`config.mk`:
```
export PLATFORM = sky130hd
export DESIGN_NAME = rlh_div
export DESIGN_NICKNAME = d
export VERILOG_FILES = /design/src/rlh_div.sv
export SDC_FILE = /design/constraint.sdc
export NUM_CORES = 1
export LEC_CHECK = 0
export BUFFER_PORTS_ARGS = -buffer_cell sky130_fd_sc_hd__buf_2
export CAP_MARGIN = 20
export CORE_MARGIN = 2
export CORE_UTILIZATION = 56
export CTS_CLUSTER_SIZE = 20
export DETAILED_ROUTE_END_ITERATION = 6
export PLACE_DENSITY = 0.85
export SKIP_LAST_GASP = 1
export SYNTH_ARGS = -nofsm -noshare
export SYNTH_HDL_FRONTEND = slang
export SYNTH_SLANG_ARGS = --single-unit
```
`constraint.sdc`:
```
create_clock -name clk_i -period 5.1 [get_ports clk_i]
set_input_delay 0.51 -clock clk_i [delete_from_list [all_inputs] [get_ports clk_i]]
set_output_delay 0.51 -clock clk_i [all_outputs]
set_load 0.03 [all_outputs]
```
`src/rlh_div.sv`:
```
`default_nettype none
// Restoring divider, one quotient bit per cycle, 64 quotient bits.
module rlh_div (
  input  wire logic        clk_i,
  input  wire logic        rst_ni,
  input  wire logic        start_i,
  input  wire logic [63:0] dividend_i,
  input  wire logic [31:0] divisor_i,
  output logic             done_o,
  output logic [63:0]      quotient_o
);

  logic        busy_q, busy_d;
  logic        done_q, done_d;
  logic [5:0]  cnt_q, cnt_d;
  logic [63:0] dvd_q, dvd_d;
  logic [31:0] rem_q, rem_d;
  logic [31:0] div_q, div_d;
  logic [32:0] trial;
  logic        ge;

  always_comb begin
    trial  = {rem_q, dvd_q[63]};
    ge     = trial >= {1'b0, div_q};
    busy_d = busy_q;
    done_d = 1'b0;
    cnt_d  = cnt_q;
    dvd_d  = dvd_q;
    rem_d  = rem_q;
    div_d  = div_q;
    if (start_i) begin
      busy_d = 1'b1;
      cnt_d  = '0;
      dvd_d  = dividend_i;
      rem_d  = '0;
      div_d  = divisor_i;
    end else if (busy_q) begin
      rem_d = ge ? 32'(trial - {1'b0, div_q}) : trial[31:0];
      dvd_d = {dvd_q[62:0], ge};
      cnt_d = cnt_q + 6'd1;
      if (cnt_q == 6'd63) begin
        busy_d = 1'b0;
        done_d = 1'b1;
      end
    end
  end

  always_ff @(posedge clk_i or negedge rst_ni) begin
    if (!rst_ni) begin
      busy_q <= 1'b0;
      done_q <= 1'b0;
      cnt_q  <= '0;
    end else begin
      busy_q <= busy_d;
      done_q <= done_d;
      cnt_q  <= cnt_d;
    end
  end

  always_ff @(posedge clk_i) begin
    dvd_q <= dvd_d;
    rem_q <= rem_d;
    div_q <= div_d;
  end

  assign done_o     = done_q;
  assign quotient_o = dvd_q;

endmodule
`default_nettype wire

```
==> flow_metrics.tcl, run 1 <==
set metrics [dict create \
    synth.distinct_cells 61 \
    placeableCoreArea_mm2 0.0127 \
    vias_per_cell 5.70 \
    crit_type "flip-flop to flip-flop" \
    rsz0062_at_grt "false" \
    power.share.combinational 0.347 \
    worst-endpoint-arrival_ns 3.71 \
    first_pass_detailed_route_iteration_total 6 \
    grt_first_pass_wirelength_um 27700 \
    clk_latency_ns 0.42 \
    cts_resized 0 \
    clockPowerShare 0.309 \
    critical_path.startpoint_type "flip-flop" \
    post_route_cells_drive_above_1_share 0.334 \
    tightest_slew_ns 1.08 \
    clock_period_minus_worst_slack_ns 3.39 \
    half_perimeter_wire_length_of_the_detailed_placement_result_um 11600 \
    placement.io_buffers 163 \
    root_buffer "sky130_fd_sc_hd__clkbuf_16" \
    internal_power_mw 2.82 \
    number_of_levels_in_the_clock_h_tree 4 \
    place_congestion 0.893 \
    power_density_mw_per_mm2 486 \
    area.growth.synth_to_final_pct 21.2 \
    synth_warnings 0 \
    report.final.hold_viol_count 0 \
    die-area_mm2 0.0141 \
    routed_wire_length_per_instance_um 17.1 \
    diodes 0 \
    endpoint_kind "flip-flop" \
    netlist_area_mm2 0.00735 \
    top_fanout_value_on_the_critical_path 37 \
    place_ws_ns 1.79 \
    final.period_utilization 0.664 \
    synth_cells 660 \
    detailroute.via_count 5680 \
    wirelength_um 17100 \
    antenna_found_initial 0 \
    cts_buffers 17 \
    rows 41 \
    initial_core_util 0.578 \
    power.switching_fraction 0.349 \
    max_transition_viols_final 0 \
    fraction_of_registers_with_async_set_or_reset_after_synthesis 0.0588 \
    synth-seq-area-share 0.507 \
    grt_pass1_vias 5698 \
    path_clk_slew_ns 0.06 \
    cp.required_ns 5.42 \
    power.static_leakage_nw 3.93 \
    fin_worst_skew_ns 0.00696 \
    ys.flop_type "sky130_fd_sc_hd__edfxtp_1" \
    avgSynthCellArea_um2 11.1 \
    fmax_mhz 295 \
    max-slew-margin-rel 0.278 \
    cts-root-to-sink-buffers 2 \
    nets 944 \
    synth_seq_cells 136 \
    tritoncts "built" \
    run_status "finished, final reports clean" \
    die_height_um 119 \
    drt.antenna.violating_nets 0 \
    design.portCount 164 \
    grt_overflow_total 0 \
    drt_first_iter_violations 428 \
    drt_drc_violations_left 0 \
    setup-tns-final_ns 0 \
    final-setup-viol-count 0 \
    numClockSinks 136 \
    netSwitchingPower_mw 1.51 \
    power.ir.vdd_worst_mv 0.247 \
    number_of_enable_type_register_cells_in_the_synthesized_netlist 96 \
    p_seq_frac 0.343 \
    fp.dieW_um 119 \
    synth.net_count 793 \
    grt_max_degree 93 \
    tot_gr_track_use 0.248 \
    holdCritPathClass "primary input to flip-flop" \
    timing.final.ws_setup_ns 1.71 \
    maxCapViolCount 0 \
]
## cell families after synthesis
kind of cell / count (synthesis) / synth area share
buffers and inverters: 76 / 0.0412
flip-flops: 136 / 0.507
XOR/XNOR: 31 / 0.0369
AO/OA/AOI/OAI: 139 / 0.130
adder cells (fa/ha/maj): 34 / 0.0589
AND/OR/NAND/NOR: 169 / 0.114
multiplexers: 75 / 0.113
## cells in the final DEF (no fill, tap or decap), types with 4 or more instances in the layout
master	synthesis	final
sky130_fd_sc_hd__a31oi_1	7	7
sky130_fd_sc_hd__o22ai_1	4	4
sky130_fd_sc_hd__and2_1	7	7
sky130_fd_sc_hd__inv_6	0	4
sky130_fd_sc_hd__mux2i_1	11	11
sky130_fd_sc_hd__and3_1	6	6
sky130_fd_sc_hd__o21ai_0	15	15
sky130_fd_sc_hd__dfxtp_1	32	32
sky130_fd_sc_hd__buf_2	8	162
sky130_fd_sc_hd__a21oi_1	36	36
sky130_fd_sc_hd__nor3b_1	6	6
sky130_fd_sc_hd__clkbuf_16	0	17
sky130_fd_sc_hd__nor4_1	4	4
sky130_fd_sc_hd__nand2b_1	6	6
sky130_fd_sc_hd__nand4_1	6	6
sky130_fd_sc_hd__ha_1	33	33
sky130_fd_sc_hd__buf_4	0	4
sky130_fd_sc_hd__xor2_1	16	16
sky130_fd_sc_hd__a21o_1	17	17
sky130_fd_sc_hd__inv_1	41	40
sky130_fd_sc_hd__edfxtp_1	96	96
sky130_fd_sc_hd__xnor2_1	15	15
sky130_fd_sc_hd__mux2_2	64	64
sky130_fd_sc_hd__a211oi_1	16	16
sky130_fd_sc_hd__nor2_1	51	51
sky130_fd_sc_hd__nor3_1	8	8
sky130_fd_sc_hd__o31ai_1	4	4
sky130_fd_sc_hd__dfrtp_1	8	7
sky130_fd_sc_hd__bufinv_16	0	4
sky130_fd_sc_hd__nand3_1	12	12
sky130_fd_sc_hd__o21a_1	5	5
sky130_fd_sc_hd__nand2_1	45	45
sky130_fd_sc_hd__a311oi_1	11	11
## path summary, 6_finish.rpt
check / from / to / slack, ns / cells after the start
setup reg to reg: div_q[8]$_DFFE_PP_ / rem_q[0]$_SDFFE_PP0P_ / 1.71 / 11
hold reg to reg: rem_q[2]$_SDFFE_PP0P_ / rem_q[2]$_SDFFE_PP0P_ / 0.50 / 2
hold / removal: divisor_i[0] / div_q[0]$_DFFE_PP_ / 0.26 / 1
setup / recovery: div_q[8]$_DFFE_PP_ / rem_q[0]$_SDFFE_PP0P_ / 1.71 / 11
max in group asynchronous: rst_ni / busy_q$_DFF_PN0_ / 4.43 / 2
min in group asynchronous: rst_ni / done_o$_DFF_PN0_ / 0.47 / 2
## stage by stage
| stage | cells | hold slack, ns | util | area (um2) | power, mW |
|---|---|---|---|---|---|
| after floorplan | 660 | 0.214 | - | 7350 | 2.65 |
| after global placement | 963 | 0.349 | 0.649 | 8260 | 2.93 |
| after detailed placement | 963 | 0.363 | 0.649 | 8260 | 2.98 |
| after CTS | 996 | 0.244 | 0.700 | 8910 | 4.35 |
| after global routing | 996 | 0.242 | 0.700 | 8910 | 4.57 |
| final | 996 | 0.260 | 0.700 | 8910 | 4.33 |
## synthesized netlist by cell type, types with 11 or more instances
cell type | count | area (um2)
sky130_fd_sc_hd__a211oi_1 | 16 | 120
sky130_fd_sc_hd__a21o_1 | 17 | 128
sky130_fd_sc_hd__a21oi_1 | 36 | 180
sky130_fd_sc_hd__a311oi_1 | 11 | 96.3
sky130_fd_sc_hd__clkbuf_1 | 20 | 75.1
sky130_fd_sc_hd__dfxtp_1 | 32 | 641
sky130_fd_sc_hd__edfxtp_1 | 96 | 2880
sky130_fd_sc_hd__ha_1 | 33 | 413
sky130_fd_sc_hd__inv_1 | 41 | 154
sky130_fd_sc_hd__mux2_2 | 64 | 721
sky130_fd_sc_hd__mux2i_1 | 11 | 110
sky130_fd_sc_hd__nand2_1 | 45 | 169
sky130_fd_sc_hd__nand3_1 | 12 | 60.1
sky130_fd_sc_hd__nor2_1 | 51 | 191
sky130_fd_sc_hd__o21ai_0 | 15 | 75.1
sky130_fd_sc_hd__xnor2_1 | 15 | 131
sky130_fd_sc_hd__xor2_1 | 16 | 140
## worst max-delay path, stage by stage (launching register included)
cell	delay, ns
sky130_fd_sc_hd__edfxtp_1	0.33
sky130_fd_sc_hd__inv_1	0.04
sky130_fd_sc_hd__ha_1	0.36
sky130_fd_sc_hd__a21oi_1	0.28
sky130_fd_sc_hd__o21ai_0	0.13
sky130_fd_sc_hd__a21oi_1	0.24
sky130_fd_sc_hd__o311ai_2	0.15
sky130_fd_sc_hd__a221o_2	0.42
sky130_fd_sc_hd__nand4_4	0.14
sky130_fd_sc_hd__nand2_2	0.48
sky130_fd_sc_hd__and3_1	0.42
sky130_fd_sc_hd__a311oi_1	0.28
## power groups by stage
| stage | clock, mW | sequential, mW | combinational (mW) |
|---|---|---|---|
| 3_5_place_dp | 0 | 1.50 | 1.47 |
| 4_1_cts | 1.36 | 1.49 | 1.50 |
| 6_report | 1.34 | 1.49 | 1.50 |
| 3_3_place_gp | 0 | 1.49 | 1.44 |
| 5_1_grt | 1.41 | 1.51 | 1.66 |
| 2_1_floorplan | 0 | 1.60 | 1.05 |
## timing repair
action	4_1_cts	5_1_grt
setup buffers	0	0
hold buffers	1	0
hold endpoints to repair	8	0
## sequential cells by signal, indices dropped and copies added (netlist names)
register / cells
cnt_q: 6
done_o: 1
busy_q: 1
div_q: 32
quotient_o: 64
rem_q: 32
## per-layer routing
metal	part of all wire	wire (um)	vias to the layer above	track usage
met2	0.50	8490	224	0.412
met5	0	0	-	0
li1	-	-	2734	-
met1	0.41	6930	2684	0.292
met3	0.069	1180	38	0.0849
met4	0.027	459	0	0.104
## area by class of cell
cell class	count	area [um2]
tap	172	215
clock buffer	18	429
multi-input combinational	448	3320
clock inverter	14	213
inverter	41	154
sequential	136	3720
timing repair buffer	167	851
fill	923	3810
(Power assumes the default switching activity.)
==> run 2: changes to the inputs <==
- ABC_AREA: unset -> 1
- CORE_UTILIZATION: 56 -> 51
- PLACE_DENSITY: 0.85 -> 0.81
- clock period: 5.1 -> 2.7 ns (I/O delays scaled with it)
==> run 2 against run 1 <==
  * Total power grew 92%
  * Wire length grew 21%
  * Die area rose by 23%
  * First-iteration DRC count grew 11%
  * Sequential power increased by 84%
  * Sequential cell count stayed put
  * Global-route usage increased by 0.080 points
  * Register-to-register slack got worse by 1.4 ns
==> flow_metrics.tcl, run 2 <==
set metrics [dict create \
    report.final.hold_viol_count 0 \
    half_perimeter_wire_length_of_the_detailed_placement_result_um 15400 \
    rows 46 \
    worstPathCellList "inv_1, ha_1, nand2_1, nand2_1, nand2_1, nand2_1, inv_1, nand3_2, nand2_1, nand2_1, nand2_4, buf_4, nand3_1, nand2_1, inv_1, nand2_1, nand2_1" \
    power_density_mw_per_mm2 843 \
    avgSynthCellArea_um2 7.35 \
    holdCritPathClass "primary input to flip-flop" \
    top_fanout_value_on_the_critical_path 18 \
    tritoncts "built" \
    timing.hold.worst_path_depth 1 \
    die_height_um 131 \
    die-area_mm2 0.0173 \
    critical_path.startpoint_type "flip-flop" \
    max_transition_viols_final 0 \
    worst_r2r_path_depth 17 \
    instances_no_fill 1523 \
    vias_per_cell 4.88 \
    internal_power_mw 5.09 \
    cp_num_cells 17 \
    crit_type "flip-flop to flip-flop" \
    yosysMostFrequentCell "sky130_fd_sc_hd__nand2_1" \
    fp.dieW_um 131 \
    final.period_utilization 0.900 \
    p_seq_frac 0.329 \
    yosys-top-cells-count "504 x sky130_fd_sc_hd__nand2_1, 180 x sky130_fd_sc_hd__inv_1, 96 x sky130_fd_sc_hd__edfxtp_1" \
    grt_max_degree 55 \
    setup-tns-final_ns 0 \
    final-setup-viol-count 0 \
    placed_cells 1487 \
    fmax_mhz 412 \
    timing.final.ws_setup_ns 0.271 \
    power.switching_fraction 0.390 \
    synth_warnings 0 \
    fin_hold_ws_ns 0.0185 \
    netlist_area_mm2 0.00829 \
    synth.distinct_cells 42 \
    design.portCount 164 \
    cp.required_ns 3.02 \
    crit_path_buf_inv_count 4 \
    cts_buffers 17 \
    power.ir.vdd_worst_mv 0.523 \
    antenna_found_initial 2 \
    largest_register_ffs 64 \
    cp_top_family "simple AND/OR/NAND/NOR gates" \
    post_synth_main_area_contributors "sky130_fd_sc_hd__edfxtp_1 35%, sky130_fd_sc_hd__nand2_1 23%, sky130_fd_sc_hd__inv_1 8.2%, sky130_fd_sc_hd__dfxtp_1 7.7%, sky130_fd_sc_hd__ha_1 5.0%" \
    first_pass_detailed_route_iteration_total 5 \
    grt_overflow_total 0 \
    tightest_slew_ns 0.644 \
    numClockSinks 136 \
    number_of_enable_type_register_cells_in_the_synthesized_netlist 96 \
    routed_wire_length_per_instance_um 13.6 \
    clk_latency_ns 0.43 \
    critPathMostFrequentCell "sky130_fd_sc_hd__nand2_1" \
    drt_first_iter_violations 477 \
    placement.io_buffers 163 \
    finish.utilization 0.623 \
    rsz0062_at_grt "false" \
    fin_worst_skew_ns 0.00725 \
    layout_commonest_cell "sky130_fd_sc_hd__nand2_1" \
    p_total_mw 8.34 \
    place_congestion 0.944 \
    place_area_mm2 0.00928 \
    endpoint_kind "flip-flop" \
    post_route_cells_drive_above_1_share 0.178 \
    max-slew-margin-rel 0.571 \
    drt_drc_violations_left 0 \
    number_of_levels_in_the_clock_h_tree 4 \
    synth_cells 1127 \
    layout.cells.most_common_list "504 x sky130_fd_sc_hd__nand2_1, 179 x sky130_fd_sc_hd__inv_1, 162 x sky130_fd_sc_hd__buf_2" \
    slowest_delay_ns 0.33 \
    timing.critical_path.slowest_stage_cell "sky130_fd_sc_hd__ha_1" \
    drt.antenna.violating_nets 0 \
    layout.cell_area.non_filler_mm2 0.00990 \
    tot_gr_track_use 0.249 \
    path_clk_slew_ns 0.06 \
    wirelength_um 20700 \
    power.share.combinational 0.396 \
    clock_period_minus_worst_slack_ns 2.43 \
    detailroute.via_count 7426 \
    grt_first_pass_wirelength_um 34600 \
    maxCapViolCount 0 \
    run_status "finished, final reports clean" \
    netlist.area_leader.share 0.348 \
    power.static_leakage_nw 5.41 \
    ys.flop_type "sky130_fd_sc_hd__edfxtp_1" \
    yosys.area.top_type "sky130_fd_sc_hd__edfxtp_1" \
    synth_seq_cells 136 \
    cts_setup_buffers 0 \
    grt_pass1_vias 7107 \
    root_buffer "sky130_fd_sc_hd__clkbuf_16" \
    place_ws_ns 0.302 \
    placeableCoreArea_mm2 0.0159 \
    cts-root-to-sink-buffers 2 \
    netSwitchingPower_mw 3.25 \
    area.growth.synth_to_final_pct 19.5 \
    worst-endpoint-arrival_ns 2.75 \
    synth-seq-area-share 0.449 \
    clockPowerShare 0.275 \
    synth.net_count 1260 \
    initial_core_util 0.522 \
    nets 1427 \
    fraction_of_registers_with_async_set_or_reset_after_synthesis 0.0588 \
]
[run 2: power groups by stage]
| stage | Sequential [mW] | Combinational (mW) | Clock, mW |
|---|---|---|---|
| final | 2.74 | 3.30 | 2.29 |
| after floorplan | 2.93 | 2.40 | 0 |
| after global placement | 2.77 | 3.23 | 0 |
| after detailed placement | 2.78 | 3.28 | 0 |
| after CTS | 2.74 | 3.29 | 2.33 |
| after global routing | 2.78 | 3.76 | 2.43 |
[run 2: layout make-up]
type                       count  area [um2]
multi-input combinational    778        3690
clock buffer                  17         425
inverter                     184         691
sequential                   136        3720
fill                        1445        5980
clock inverter                14         149
antenna                        1        2.50
tap                          216         270
timing repair buffer         177         946
[run 2: timing repair]
item	CTS	global route
resized for setup	0	0
endpoints found under the hold margin	8	3
hold buffers	1	3
[run 2: path summary, 6_finish.rpt]
check,slack [ns],endpoint,start
setup / recovery,0.27,rem_q[26]$_SDFFE_PP0P_,div_q[6]$_DFFE_PP_
hold / removal,0.02,div_q[5]$_DFFE_PP_,divisor_i[5]
setup reg to reg,0.27,rem_q[26]$_SDFFE_PP0P_,div_q[6]$_DFFE_PP_
hold reg to reg,0.47,rem_q[13]$_SDFFE_PP0P_,rem_q[13]$_SDFFE_PP0P_
max in group asynchronous,2.27,busy_q$_DFF_PN0_,rst_ni
min in group asynchronous,0.25,done_o$_DFF_PN0_,rst_ni
[run 2: metal layers]
metal	GRT usage	wire (um)	vias up
li1	-	-	3840
met1	0.312	9190	3327
met2	0.419	9820	228
met3	0.0706	1350	29
met4	0.0719	344	2
met5	0	10	-
[run 2: cells by family after synthesis]
group           count (synthesis)  share of synthesized area
simple gates                  681                      0.345
xor+xnor                       14                     0.0148
buf+inv                       213                      0.105
flops                         136                      0.449
compound gates                 49                     0.0329
fa+ha+maj                      34                     0.0522
==> run 3: changes to the inputs <==
- CELL_PAD_IN_SITES_DETAIL_PLACEMENT: unset -> 0
- CELL_PAD_IN_SITES_GLOBAL_PLACEMENT: unset -> 1
- CORE_UTILIZATION: 51 -> 36
- PLACE_DENSITY: 0.81 -> 0.84
==> run 3 against run 2 <==
  * Combinational power about the same
  * Non-clock buffer count grew 5
  * Register-to-register slack better by 0.07 ns
  * Total power is 0.56% higher
  * Critical path type unchanged
  * Highest routed layer unchanged
==> flow_metrics.tcl, run 3 (synthesized netlist as in run 2, its figures left out) <==
set metrics [dict create \
    clk_latency_ns 0.43 \
    rsz0062_at_grt "false" \
    layout_commonest_cell "sky130_fd_sc_hd__nand2_1" \
    tot_gr_track_use 0.193 \
    instances_no_fill 1596 \
    cts-root-to-sink-buffers 2 \
    root_buffer "sky130_fd_sc_hd__clkbuf_16" \
    grt_first_pass_wirelength_um 36800 \
    largest_register_ffs 64 \
    number_of_levels_in_the_clock_h_tree 4 \
    design.portCount 164 \
    drt_drc_violations_left 0 \
    top_fanout_value_on_the_critical_path 32 \
    die_height_um 156 \
    fin_worst_skew_ns 0.0116 \
    drt_first_iter_violations 430 \
    grt_pass1_vias 7328 \
    crit_type "flip-flop to flip-flop" \
    layout.cell_area.non_filler_mm2 0.0100 \
    place_area_mm2 0.00939 \
    post_route_cells_drive_above_1_share 0.181 \
    max_transition_viols_final 0 \
    placed_cells 1558 \
    power_density_mw_per_mm2 837 \
    fp.dieW_um 156 \
    half_perimeter_wire_length_of_the_detailed_placement_result_um 16800 \
    cts_setup_buffers 0 \
    drt.antenna.violating_nets 0 \
    initial_core_util 0.366 \
    setup-tns-final_ns 0 \
    place_congestion 0.928 \
    final-setup-viol-count 0 \
    tritoncts "built" \
    nets 1432 \
    fmax_mhz 424 \
    power.static_leakage_nw 5.43 \
    diodes 0 \
    maxCapViolCount 0 \
    grt_max_degree 59 \
    die-area_mm2 0.0242 \
    numClockSinks 136 \
    first_pass_detailed_route_iteration_total 7 \
    placeableCoreArea_mm2 0.0226 \
    wirelength_um 22300 \
    final.period_utilization 0.874 \
    rows 55 \
    max-slew-margin-rel 0.684 \
    layout.cells.most_common_list "504 x sky130_fd_sc_hd__nand2_1, 179 x sky130_fd_sc_hd__inv_1, 162 x sky130_fd_sc_hd__buf_2" \
    tightest_slew_ns 0.473 \
    cp.required_ns 3.02 \
    endpoint_kind "flip-flop" \
    run_status "finished, final reports clean" \
    layout.filler_cells 2380 \
    cts_resized 0 \
    placement.io_buffers 163 \
    fin_hold_ws_ns 0.0188 \
    grt_overflow_total 0 \
    place_ws_ns 0.373 \
    critical_path.startpoint_type "flip-flop" \
    timing.final.ws_setup_ns 0.339 \
    path_clk_slew_ns 0.06 \
    detailroute.via_count 7343 \
    cts_buffers 17 \
    clock_period_minus_worst_slack_ns 2.36 \
    antenna_found_initial 2 \
    p_total_mw 8.39 \
    vias_per_cell 4.60 \
    power.ir.vdd_worst_mv 0.394 \
    report.final.hold_viol_count 0 \
    worst-endpoint-arrival_ns 2.68 \
    area.growth.synth_to_final_pct 20.9 \
    holdCritPathClass "primary input to flip-flop" \
    routed_wire_length_per_instance_um 14.0 \
    finish.utilization 0.443 \
]
==> run 3: changes by cell type in the layout (fill, tap and decap cells not counted), sizes merged <==
| cell | change |
|---|---|
| clkinv | -3 |
| dlygate4sd3 | +3 |
| inv | +3 |
| buf | +2 |
| diode | -1 |
| bufinv | -1 |
| clkinvlp | +1 |
==> run 3: layer usage <==
layer,share of wire,up-vias,wire [um],GRT usage
met5,0.0012,-,26,0
met4,0.013,4,289,0.0524
met3,0.078,21,1730,0.0614
met2,0.45,226,10100,0.316
met1,0.45,3248,10100,0.245
li1,-,3844,-,-
==> run 3: repair_timing <==
action / CTS / global route
endpoints found under the setup margin: 0 / 0
hold endpoints to repair: 11 / 3
hold buffers: 4 / 3
==> run 3: final timing paths <==
path	from	endpoint	slack, ns	depth (start not counted)
setup / recovery	div_q[15]$_DFFE_PP_	rem_q[25]$_SDFFE_PP0P_	0.34	13
hold / removal	divisor_i[23]	div_q[23]$_DFFE_PP_	0.02	1
setup reg to reg	div_q[15]$_DFFE_PP_	rem_q[25]$_SDFFE_PP0P_	0.34	13
hold reg to reg	rem_q[31]$_SDFFE_PP0P_	rem_q[31]$_SDFFE_PP0P_	0.47	2
max in group asynchronous	rst_ni	cnt_q[3]$_DFFE_PN0P_	2.30	2
min in group asynchronous	rst_ni	done_o$_DFF_PN0_	0.23	2
==> run 3: layout make-up <==
class                   instances  area [um2]  area share
multi-input cells             778        3690       0.369
inverters                     184         691      0.0689
repair buffers                182         991      0.0989
clock inverters                14         141      0.0141
clock buffers                  17         425      0.0424
well taps                     285         357      0.0356
flip-flops and latches        136        3720       0.372
==> run 3: worst max-delay path, stage by stage (launching register included) <==
cell	delay, ns
sky130_fd_sc_hd__edfxtp_1	0.34
sky130_fd_sc_hd__inv_1	0.05
sky130_fd_sc_hd__ha_1	0.33
sky130_fd_sc_hd__nand2_1	0.12
sky130_fd_sc_hd__nor2_1	0.35
sky130_fd_sc_hd__nand2_1	0.14
sky130_fd_sc_hd__nor2_2	0.12
sky130_fd_sc_hd__nand2_1	0.09
sky130_fd_sc_hd__nor2_4	0.11
sky130_fd_sc_hd__nor2_4	0.08
sky130_fd_sc_hd__nand2_8	0.22
sky130_fd_sc_hd__nand3_1	0.15
sky130_fd_sc_hd__nand2_1	0.09
sky130_fd_sc_hd__nand2_1	0.05
==> run 3: report_power, final <==
| group | leakage [nW] | switching, mW | internal, mW |
|---|---|---|---|
| Clock | 0.271 | 1.03 | 1.29 |
| Sequential | 1.39 | 0.176 | 2.56 |
| Combinational | 3.77 | 2.15 | 1.18 |
| Total | 5.43 | 3.36 | 5.03 |
